File: src/bdh_pkg.sv
// Shared types, codes and reset constants for the button debounce and hold detector.
// Used by every module of the block; depends on nothing else.
package bdh_pkg;

   // Field widths
   localparam int CFG_W        = 16;
   localparam int CMD_W        = 2;
   localparam int SEL_W        = 2;
   localparam int STATE_W      = 3;
   localparam int NUM_SLOTS    = 3;
   localparam int FLAG_W       = 4;
   localparam int CSR_ADDR_W   = 4;
   localparam int CSR_DATA_W   = 32;

   // Defaults
   localparam int                BDH_COUNTER_WIDTH = 16;
   localparam logic [CFG_W-1:0]  DEBOUNCE_RESET    = 16'd100;
   localparam logic [CFG_W-1:0]  HOLD_RESET        = 16'd1000;
   localparam logic              TESTING_RESET     = 1'b0;

   // Register indexes on the CSR port
   typedef enum logic [1:0] {
      REG_DEBOUNCE = 2'd0,
      REG_HOLD     = 2'd1,
      REG_TESTING  = 2'd2
   } bdh_reg_type;

   // Item commands
   typedef enum logic [CMD_W-1:0] {
      CMD_TICK      = 2'd0,
      CMD_ENC_STEP  = 2'd1,
      CMD_READ      = 2'd2,
      CMD_CLR_BREAK = 2'd3
   } bdh_cmd_type;

   // Flag slots
   localparam logic [SEL_W-1:0] SLOT_LEFT  = 2'd0;
   localparam logic [SEL_W-1:0] SLOT_MAIN  = 2'd1;
   localparam logic [SEL_W-1:0] SLOT_RIGHT = 2'd2;

   // Bit positions inside a slot
   localparam int F_PUSHED   = 0;
   localparam int F_CLICKED  = 1;
   localparam int F_HOLD     = 2;
   localparam int F_RELEASED = 3;

   // Debounce states
   typedef enum logic [STATE_W-1:0] {
      ST_RELEASED = 3'd0,
      ST_PUSH_DB  = 3'd1,
      ST_HOLD     = 3'd2,
      ST_PUSHED   = 3'd3,
      ST_REL_DB   = 3'd4
   } bdh_state_type;

   typedef struct packed {
      logic [CFG_W-1:0] debounce_ticks;
      logic [CFG_W-1:0] hold_ticks;
      logic             testing_mode;
   } bdh_cfg_type;

   typedef struct packed {
      logic [CMD_W-1:0] cmd;
      logic             pressed;
      logic             enc_dir;
      logic [SEL_W-1:0] button_sel;
   } bdh_item_type;

   typedef struct packed {
      logic [STATE_W-1:0] fsm_state;
      logic               hold_active;
      logic               break_pending;
      logic [FLAG_W-1:0]  flags;
   } bdh_result_type;

   // Main-slot flag changes caused by one tick
   typedef struct packed {
      logic set_pushed;
      logic clr_pushed;
      logic set_clicked;
      logic set_hold;
      logic set_released;
      logic clr_released;
   } bdh_flag_evt_type;

endpackage

File: src/bdh_csr.sv
// APB-style configuration registers of the button debounce and hold detector.
// Depends on bdh_pkg.
module bdh_csr (
   input  logic                           clock,
   input  logic                           reset,
   input  logic                           csr_psel,
   input  logic                           csr_penable,
   input  logic                           csr_pwrite,
   input  logic [bdh_pkg::CSR_ADDR_W-1:0] csr_paddr,
   input  logic [bdh_pkg::CSR_DATA_W-1:0] csr_pwdata,
   output logic [bdh_pkg::CSR_DATA_W-1:0] csr_prdata,
   output logic                           csr_pready,
   output bdh_pkg::bdh_cfg_type           cfg
);
   import bdh_pkg::*;

   logic [CFG_W-1:0] debounce_ff, debounce_in;
   logic [CFG_W-1:0] hold_ff, hold_in;
   logic             testing_ff, testing_in;
   logic             wr_en;
   logic [1:0]       reg_idx;

   assign csr_pready = 1'b1;
   assign reg_idx    = csr_paddr[3:2];
   assign wr_en      = csr_psel && csr_penable && csr_pwrite && csr_pready;

   // Decode the write beat
   always_comb begin
      debounce_in = debounce_ff;
      hold_in     = hold_ff;
      testing_in  = testing_ff;
      if (wr_en) begin
         case (reg_idx)
            REG_DEBOUNCE: debounce_in = csr_pwdata[CFG_W-1:0];
            REG_HOLD:     hold_in     = csr_pwdata[CFG_W-1:0];
            REG_TESTING:  testing_in  = csr_pwdata[0];
            default:      ;
         endcase
      end
   end

   always_ff @(posedge clock) begin
      if (reset) begin
         debounce_ff <= DEBOUNCE_RESET;
         hold_ff     <= HOLD_RESET;
         testing_ff  <= TESTING_RESET;
      end else begin
         debounce_ff <= debounce_in;
         hold_ff     <= hold_in;
         testing_ff  <= testing_in;
      end
   end

   // Read mux
   always_comb begin
      case (reg_idx)
         REG_DEBOUNCE: csr_prdata = CSR_DATA_W'(debounce_ff);
         REG_HOLD:     csr_prdata = CSR_DATA_W'(hold_ff);
         REG_TESTING:  csr_prdata = CSR_DATA_W'(testing_ff);
         default:      csr_prdata = '0;
      endcase
   end

   assign cfg.debounce_ticks = debounce_ff;
   assign cfg.hold_ticks     = hold_ff;
   assign cfg.testing_mode   = testing_ff;

endmodule

File: src/bdh_engine.sv
// Debounce state machine, elapsed-tick counter, slot flags and break flag.
// Computes one item's result from the held state; depends on bdh_pkg.
module bdh_engine #(
   parameter int COUNTER_WIDTH = bdh_pkg::BDH_COUNTER_WIDTH
) (
   input  logic                    clock,
   input  logic                    reset,
   input  logic                    fire,
   input  bdh_pkg::bdh_item_type   item,
   input  bdh_pkg::bdh_cfg_type    cfg,
   output bdh_pkg::bdh_result_type result
);
   import bdh_pkg::*;

   localparam int CMP_W = (COUNTER_WIDTH > CFG_W) ? COUNTER_WIDTH : CFG_W;

   bdh_state_type          state_ff, state_in;
   logic [COUNTER_WIDTH-1:0] elapsed_ff, elapsed_in, elapsed_inc;
   logic [FLAG_W-1:0]      slot_ff [NUM_SLOTS];
   logic [FLAG_W-1:0]      slot_in [NUM_SLOTS];
   logic                   break_ff, break_in;
   logic                   is_tick;
   logic                   deb_wait, hold_wait;
   logic                   sel_ok;
   logic [FLAG_W-1:0]      rd_flags;
   logic [FLAG_W-1:0]      main_set, main_clr;
   bdh_flag_evt_type       evt;

   assign is_tick     = (item.cmd == CMD_TICK);
   // Saturating increment of the elapsed counter
   assign elapsed_inc = (elapsed_ff == '1) ? elapsed_ff
                                           : elapsed_ff + COUNTER_WIDTH'(1);
   assign deb_wait    = CMP_W'(elapsed_inc) < CMP_W'(cfg.debounce_ticks);
   assign hold_wait   = CMP_W'(elapsed_inc) < CMP_W'(cfg.hold_ticks);

   // Next state and counter
   always_comb begin
      state_in   = state_ff;
      elapsed_in = elapsed_ff;
      if (is_tick) begin
         elapsed_in = elapsed_inc;
         case (state_ff)
            ST_RELEASED: begin
               if (item.pressed) begin
                  state_in   = ST_PUSH_DB;
                  elapsed_in = '0;
               end
            end
            ST_PUSH_DB: begin
               if (!deb_wait) begin
                  elapsed_in = '0;
                  state_in   = item.pressed ? ST_HOLD : ST_REL_DB;
               end
            end
            ST_HOLD: begin
               if (!hold_wait) begin
                  state_in   = ST_PUSHED;
                  elapsed_in = '0;
               end else if (!item.pressed) begin
                  state_in   = ST_REL_DB;
                  elapsed_in = '0;
               end
            end
            ST_PUSHED: begin
               if (!item.pressed) begin
                  state_in   = ST_REL_DB;
                  elapsed_in = '0;
               end
            end
            ST_REL_DB: begin
               if (!deb_wait) begin
                  state_in = item.pressed ? ST_PUSHED : ST_RELEASED;
               end
            end
            default: state_in = ST_RELEASED;
         endcase
      end
   end

   // Main-slot flag events of the transition
   always_comb begin
      evt = '0;
      if (is_tick) begin
         case (state_ff)
            ST_RELEASED: begin
               if (item.pressed) begin
                  evt.set_pushed   = 1'b1;
                  evt.clr_released = 1'b1;
               end
            end
            ST_PUSH_DB: begin
               if (!deb_wait) begin
                  evt.set_clicked  = item.pressed;
                  evt.clr_pushed   = !item.pressed;
                  evt.set_released = !item.pressed;
               end
            end
            ST_HOLD: begin
               if (!hold_wait) begin
                  evt.set_hold = 1'b1;
               end else if (!item.pressed) begin
                  evt.clr_pushed   = 1'b1;
                  evt.set_released = 1'b1;
               end
            end
            ST_REL_DB: begin
               if (!deb_wait && !item.pressed) begin
                  evt.clr_pushed   = 1'b1;
                  evt.set_released = 1'b1;
               end
            end
            default: ;
         endcase
      end
   end

   assign main_set = {evt.set_released, evt.set_hold, evt.set_clicked, evt.set_pushed};
   assign main_clr = {evt.clr_released, 1'b0, 1'b0, evt.clr_pushed};

   // Slot read and slot updates
   assign sel_ok   = (item.button_sel inside {SLOT_LEFT, SLOT_MAIN, SLOT_RIGHT});
   assign rd_flags = (item.cmd == CMD_READ && sel_ok) ? slot_ff[item.button_sel] : '0;

   always_comb begin
      for (int s = 0; s < NUM_SLOTS; s++) begin
         slot_in[s] = slot_ff[s];
      end
      slot_in[SLOT_MAIN] = (slot_ff[SLOT_MAIN] & ~main_clr) | main_set;
      case (item.cmd)
         CMD_ENC_STEP: begin
            if (item.enc_dir) begin
               slot_in[SLOT_RIGHT][F_CLICKED]  = 1'b1;
               slot_in[SLOT_RIGHT][F_RELEASED] = 1'b1;
            end else begin
               slot_in[SLOT_LEFT][F_CLICKED]  = 1'b1;
               slot_in[SLOT_LEFT][F_RELEASED] = 1'b1;
            end
         end
         CMD_READ: begin
            if (rd_flags[F_RELEASED]) begin
               slot_in[item.button_sel] = '0;
            end
         end
         default: ;
      endcase
   end

   // Break-pending flag
   always_comb begin
      break_in = break_ff;
      if (item.cmd == CMD_CLR_BREAK) begin
         break_in = 1'b0;
      end else if (is_tick && cfg.testing_mode && state_in == ST_HOLD) begin
         break_in = 1'b1;
      end
   end

   always_ff @(posedge clock) begin
      if (reset) begin
         state_ff   <= ST_RELEASED;
         elapsed_ff <= '0;
         break_ff   <= 1'b0;
         for (int s = 0; s < NUM_SLOTS; s++) begin
            slot_ff[s] <= '0;
         end
      end else if (fire) begin
         state_ff   <= state_in;
         elapsed_ff <= elapsed_in;
         break_ff   <= break_in;
         for (int s = 0; s < NUM_SLOTS; s++) begin
            slot_ff[s] <= slot_in[s];
         end
      end
   end

   assign result.fsm_state     = state_in;
   assign result.hold_active   = (state_in == ST_HOLD);
   assign result.break_pending = break_in;
   assign result.flags         = rd_flags;

endmodule

File: src/button_debounce_hold_detector_core.sv
// Button debounce and long-press detector: one input item per cycle while no result waits
// on rsp_stall, one result per item. An item is registered on acceptance; its state update
// and result are formed once the result register is free and held in that register, so
// the block sustains one item per clock while rsp_stall is low; the input register lets a new item in
// while a result waits on rsp_stall. Depends on bdh_pkg, bdh_csr and bdh_engine.
module button_debounce_hold_detector_core #(
   parameter int COUNTER_WIDTH = bdh_pkg::BDH_COUNTER_WIDTH
) (
   input  logic                           clock,
   input  logic                           reset,
   input  logic                           req_valid,
   output logic                           req_stall,
   input  logic [bdh_pkg::CMD_W-1:0]      req_cmd,
   input  logic                           req_pressed,
   input  logic                           req_enc_dir,
   input  logic [bdh_pkg::SEL_W-1:0]      req_button_sel,
   output logic                           rsp_valid,
   input  logic                           rsp_stall,
   output logic [bdh_pkg::STATE_W-1:0]    rsp_fsm_state,
   output logic                           rsp_hold_active,
   output logic                           rsp_break_pending,
   output logic                           rsp_flag_pushed,
   output logic                           rsp_flag_clicked,
   output logic                           rsp_flag_hold,
   output logic                           rsp_flag_released,
   input  logic                           csr_psel,
   input  logic                           csr_penable,
   input  logic                           csr_pwrite,
   input  logic [bdh_pkg::CSR_ADDR_W-1:0] csr_paddr,
   input  logic [bdh_pkg::CSR_DATA_W-1:0] csr_pwdata,
   output logic [bdh_pkg::CSR_DATA_W-1:0] csr_prdata,
   output logic                           csr_pready
);
   import bdh_pkg::*;

   logic           in_v_ff, in_v_in;
   bdh_item_type   in_item_ff;
   logic           rsp_v_ff, rsp_v_in;
   bdh_result_type rsp_ff;
   bdh_result_type result;
   bdh_cfg_type    cfg;
   logic           out_free, fire, req_take;

   bdh_csr u_csr (
      .clock       (clock),
      .reset       (reset),
      .csr_psel    (csr_psel),
      .csr_penable (csr_penable),
      .csr_pwrite  (csr_pwrite),
      .csr_paddr   (csr_paddr),
      .csr_pwdata  (csr_pwdata),
      .csr_prdata  (csr_prdata),
      .csr_pready  (csr_pready),
      .cfg         (cfg)
   );

   bdh_engine #(.COUNTER_WIDTH(COUNTER_WIDTH)) u_engine (
      .clock  (clock),
      .reset  (reset),
      .fire   (fire),
      .item   (in_item_ff),
      .cfg    (cfg),
      .result (result)
   );

   // Handshake: advance the held item whenever the result register frees up
   assign out_free  = !rsp_v_ff || !rsp_stall;
   assign fire      = in_v_ff && out_free;
   assign req_stall = in_v_ff && !out_free;
   assign req_take  = req_valid && !req_stall;

   assign in_v_in  = req_take ? 1'b1 : (fire ? 1'b0 : in_v_ff);
   assign rsp_v_in = fire ? 1'b1 : (rsp_stall ? rsp_v_ff : 1'b0);

   always_ff @(posedge clock) begin
      if (reset) begin
         in_v_ff  <= 1'b0;
         rsp_v_ff <= 1'b0;
      end else begin
         in_v_ff  <= in_v_in;
         rsp_v_ff <= rsp_v_in;
      end
   end

   // Capture the input beat
   always_ff @(posedge clock) begin
      if (req_take) begin
         in_item_ff.cmd        <= req_cmd;
         in_item_ff.pressed    <= req_pressed;
         in_item_ff.enc_dir    <= req_enc_dir;
         in_item_ff.button_sel <= req_button_sel;
      end
   end

   // Hold the result beat until taken
   always_ff @(posedge clock) begin
      if (fire) begin
         rsp_ff <= result;
      end
   end

   assign rsp_valid         = rsp_v_ff;
   assign rsp_fsm_state     = rsp_ff.fsm_state;
   assign rsp_hold_active   = rsp_ff.hold_active;
   assign rsp_break_pending = rsp_ff.break_pending;
   assign rsp_flag_pushed   = rsp_ff.flags[F_PUSHED];
   assign rsp_flag_clicked  = rsp_ff.flags[F_CLICKED];
   assign rsp_flag_hold     = rsp_ff.flags[F_HOLD];
   assign rsp_flag_released = rsp_ff.flags[F_RELEASED];

endmodule

File: config.mk
export PLATFORM = sky130hd
export DESIGN_NAME = button_debounce_hold_detector_core
export DESIGN_NICKNAME = d
export VERILOG_FILES = /design/src/bdh_pkg.sv /design/src/bdh_csr.sv /design/src/bdh_engine.sv /design/src/button_debounce_hold_detector_core.sv
export SDC_FILE = /design/constraint.sdc
export NUM_CORES = 1
export LEC_CHECK = 0
export BUFFER_PORTS_ARGS = -buffer_cell sky130_fd_sc_hd__buf_2
export CAP_MARGIN = 20
export CORE_ASPECT_RATIO = 1.1
export CORE_MARGIN = 5
export CORE_UTILIZATION = 56
export CTS_CLUSTER_DIAMETER = 80
export DETAILED_ROUTE_END_ITERATION = 12
export GPL_ROUTABILITY_DRIVEN = 0
export HOLD_SLACK_MARGIN = 0.1
export PLACE_DENSITY = 0.8
export SYNTH_ARGS = -nofsm -noshare
export SYNTH_HDL_FRONTEND = slang
export SYNTH_SLANG_ARGS = --single-unit
File: constraint.sdc
create_clock -name clock -period 5.03 [get_ports clock]
set_input_delay 1.006 -clock clock [delete_from_list [all_inputs] [get_ports clock]]
set_output_delay 1.006 -clock clock [all_outputs]
set_load 0.03 [all_outputs]
==> results.yml <==
cells_and_area:
  final_nets: 725
  drive_gt1_share_pct: 14.8
  final_util_pct: 62.5
  syn_to_final_growth_pct: 9.69
  n_antenna_cell: 0
run:
  drv_cap: 0
synthesis:
  synth_edf_count: 27
  async_reset_ff_share_pct: 0
  ys_seq_elements: 84
  synth_ff_type: "dfxtp_1"
  avgSynthCellArea_sq_um: 8.31
  syn_area_sq_mm: 0.00501
  synth_cells: 603
  ys_seq_area_share_pct: 39.0
  yosys_warnings: 0
  yosysUniqueCellTypes: 60
worst_setup_path:
  worstPathRequired_ns: 5.15
  cpLargestDelayFamily: "simple AND/OR/NAND/NOR gates"
  worst-r2r-cell-count: 17
  arrival_ns: 4.64
  slowest_delay_ns: 0.55
  crit_slowest_cell: "or4_1"
  path_max_fanout: 9
  r2r_end: "rsp_hold_active"
  crit_buf_inv: 0
  reg2reg_slack_ns: 0.51
  path_cells: "ha_1 -> nand3_1 -> or4_1 -> nand4_1 -> nor2_1 -> nand3_2 -> nor3_1 -> or2_2 -> ha_1 -> nand4_1 -> nor3_1 -> o2111ai_1 -> a31oi_2 -> o31ai_1 -> a2111oi_1 -> a21oi_1 -> and4_1"
  cp-end-kind: "flip-flop"
  timing.rr.start: "u_engine.elapsed_ff[0]"
  path_class: "flip-flop to flip-flop"
  start_kind: "flip-flop"
clocking:
  clockRootBuffer: "clkbuf_8"
  cts_max_path_buffers: 2
  hold_buffers: 0
  cts_tree: "done"
  clk_pin_slew_ns: 0.09
  cts.htree.levels: 3
  cts_buffers: 9
  clock-sinks: 84
  insertion_delay_ns: 0.37
global_route:
  grt_pass1_vias: 4371
  grt_max_degree: 49
  overflow: 0
  track_usage_pct: 23.0
  grt_pass1_wl_mm: 20.2
  antenna_found_initial: 0
drt:
  wl_mm: 12.0
  wire_per_inst_um: 15.8
  viasPerCell: 5.68
  postRouteAntennaNets: 0
  drcViolationCount: 0
  drt_iter0_drc: 266
  dr.pass1.iters: 4
  dr_total_vias: 4341
power_and_ir_drop:
  power.leakage_uw: 0.00236
  powerDensity_mw_per_mm2: 252
  peakVddDrop_v: 0.000228
timing:
  worstMarginPinSlew_ns: 0.750
  finalHoldViolCount: 0
  finalSetupViolations: 0
  finClkSkew_ns: 0.0116
  layout_setup_ws_ns: 0.507
  fmax_mhz: 221
  maxSlewHeadroom_pct: 49.9
  rsz0062_at_grt: "no"
  slew_violations: 0
  finalCriticalPeriod_ns: 4.52
  timing.setup.tns_ns: 0
  finalCritPeriodShare_pct: 89.9
floorplanning:
  start_util_pct: 57.0
  fp-row-count: 36
  fp.dieH_um: 109
  die_area_sq_mm: 0.0109
  core_sq_mm: 0.00878
  die_x_um: 100
  pin_count: 93
worst_hold_path:
  worstHoldStart: "u_csr.hold_ff[13]"
  worstHoldPathType: "flip-flop to flip-flop"
  hold_depth: 2
  min_to: "u_csr.hold_ff[13]"
placed_design:
  dp_slack_ns: 0.287
  port_buffers: 57
  dpl.hpwl_mm: 8.93
outcome:
  status: "completed"
## metrics by stage
step / cells / total power [uW] / instance area [sq um] / hold WS, ns
CTS: 763 / 1390 / 5480 / 0.474
detailed placement: 747 / 907 / 5280 / 0.463
finish: 764 / 1380 / 5490 / 0.476
floorplan: 618 / 875 / 5060 / 0.449
global route: 764 / 1440 / 5490 / 0.495
global placement: 747 / 902 / 5280 / 0.459
## tightest hold or removal path, stage by stage, from the launching register on
cell and delay, ns:
dfxtp_1 0.33, nand2_1 0.06, a21oi_1 0.05
## cell families (layout without fill, tap and decap cells)
family / Yosys count / count (layout) / share of synthesized area, %
compound gates: 122 / 122 / 15.4
xor+xnor: 14 / 14 / 2.60
fa+ha+maj: 31 / 31 / 7.74
buf+inv: 84 / 116 / 7.94
flops: 84 / 84 / 39.0
mux: 25 / 25 / 5.07
other cells: 2 / 17 / 0.150
simple gates: 241 / 241 / 22.2
## layout make-up
cell class / count / area [sq um]
clock buffers: 9 / 124
clock inverters: 7 / 75.1
fillers: 785 / 3290
inverters: 37 / 139
multi-input cells: 450 / 2730
flip-flops and latches: 84 / 1950
well taps: 114 / 143
repair buffers: 63 / 334
## worst max-delay path by stage
stage                     slack [ns]                    from  cells after the start         endpoint
after global placement          0.51  u_engine.elapsed_ff[0]                     17  rsp_hold_active
final                           0.51  u_engine.elapsed_ff[0]                     17  rsp_hold_active
after global routing            0.09  u_engine.elapsed_ff[0]                     17  rsp_hold_active
after floorplan                 0.84  u_engine.elapsed_ff[1]                     16  rsp_hold_active
after CTS                       0.27  u_engine.elapsed_ff[0]                     17  rsp_hold_active
after detailed placement        0.29  u_engine.elapsed_ff[0]                     17  rsp_hold_active
## synth_stat cells, drive strengths merged, types with 5 or more instances
cell    instances  share of area [%]
mux2i          22                4.4
nand2b          7               0.87
nand3          26                2.6
o21ai          17                1.7
nor3           13                1.3
edfxtp         27                 16
a21o            6               0.90
a21oi          58                5.8
buf            26                3.6
clkbuf         21                1.6
o211ai         11                1.6
ha             31                7.7
inv            37                2.8
a31oi           5               0.75
nor2           53                4.2
a211oi          5               0.75
dfxtp          57                 23
xor2            5               0.87
nand4           8                1.2
xnor2           9                1.7
and3           13                1.6
nand2         101                7.6
## routing by layer
metal	global-route usage, %	wire length [um]	vias up
met5	0	0	-
met4	9.82	380	0
met3	4.99	766	37
met2	41.5	6190	152
met1	25.9	4710	1999
li1	-	-	2153
## cells in the final DEF, fill, tap and decap left out, types with 4 or more instances in the layout
cell and count:
clkbuf_8 9, nand3_1 25, conb_1 17, nand4_1 6
a31oi_1 4, nor2b_1 4, o21a_1 4, a21o_1 6
inv_1 37, buf_4 5, o211ai_1 11, and3_1 13
nor3_1 12, nor2_1 51, dfxtp_1 56, xor2_1 5
nand2_1 101, edfxtp_1 27, buf_2 57, a211oi_1 5
nand2b_1 7, xnor2_1 8, ha_1 31, mux2i_1 22
a21oi_1 58, o21ai_0 14
## power by group
group          internal, uW  switching [uW]
Sequential              720            18.0
Combinational          46.9             109
Clock                   232             259
Total                   999             386
## state kept, by name, summed over array words and instances (netlist names), named ones only
register,cells
rsp_hold_active,1
in_item_ff,6
u_csr.testing_ff,1
rsp_break_pending,1
u_engine.state_ff,3
rsp_flag_pushed,1
u_csr.hold_ff,16
rsp_flag_clicked,1
u_engine.elapsed_ff,16
u_csr.debounce_ff,16
rsp_flag_hold,1
rsp_valid,1
u_engine.break_ff,1
rsp_flag_released,1
rsp_fsm_state,3
u_engine.slot_ff,12
in_v_ff,1
## repair_timing
| item | 4_1_cts | 5_1_grt |
|---|---|---|
| resized for setup | 0 | 3 |
| setup buffers | 0 | 0 |
| endpoints found under the setup margin | 0 | 7 |
Power figures use the tool's default switching activity.
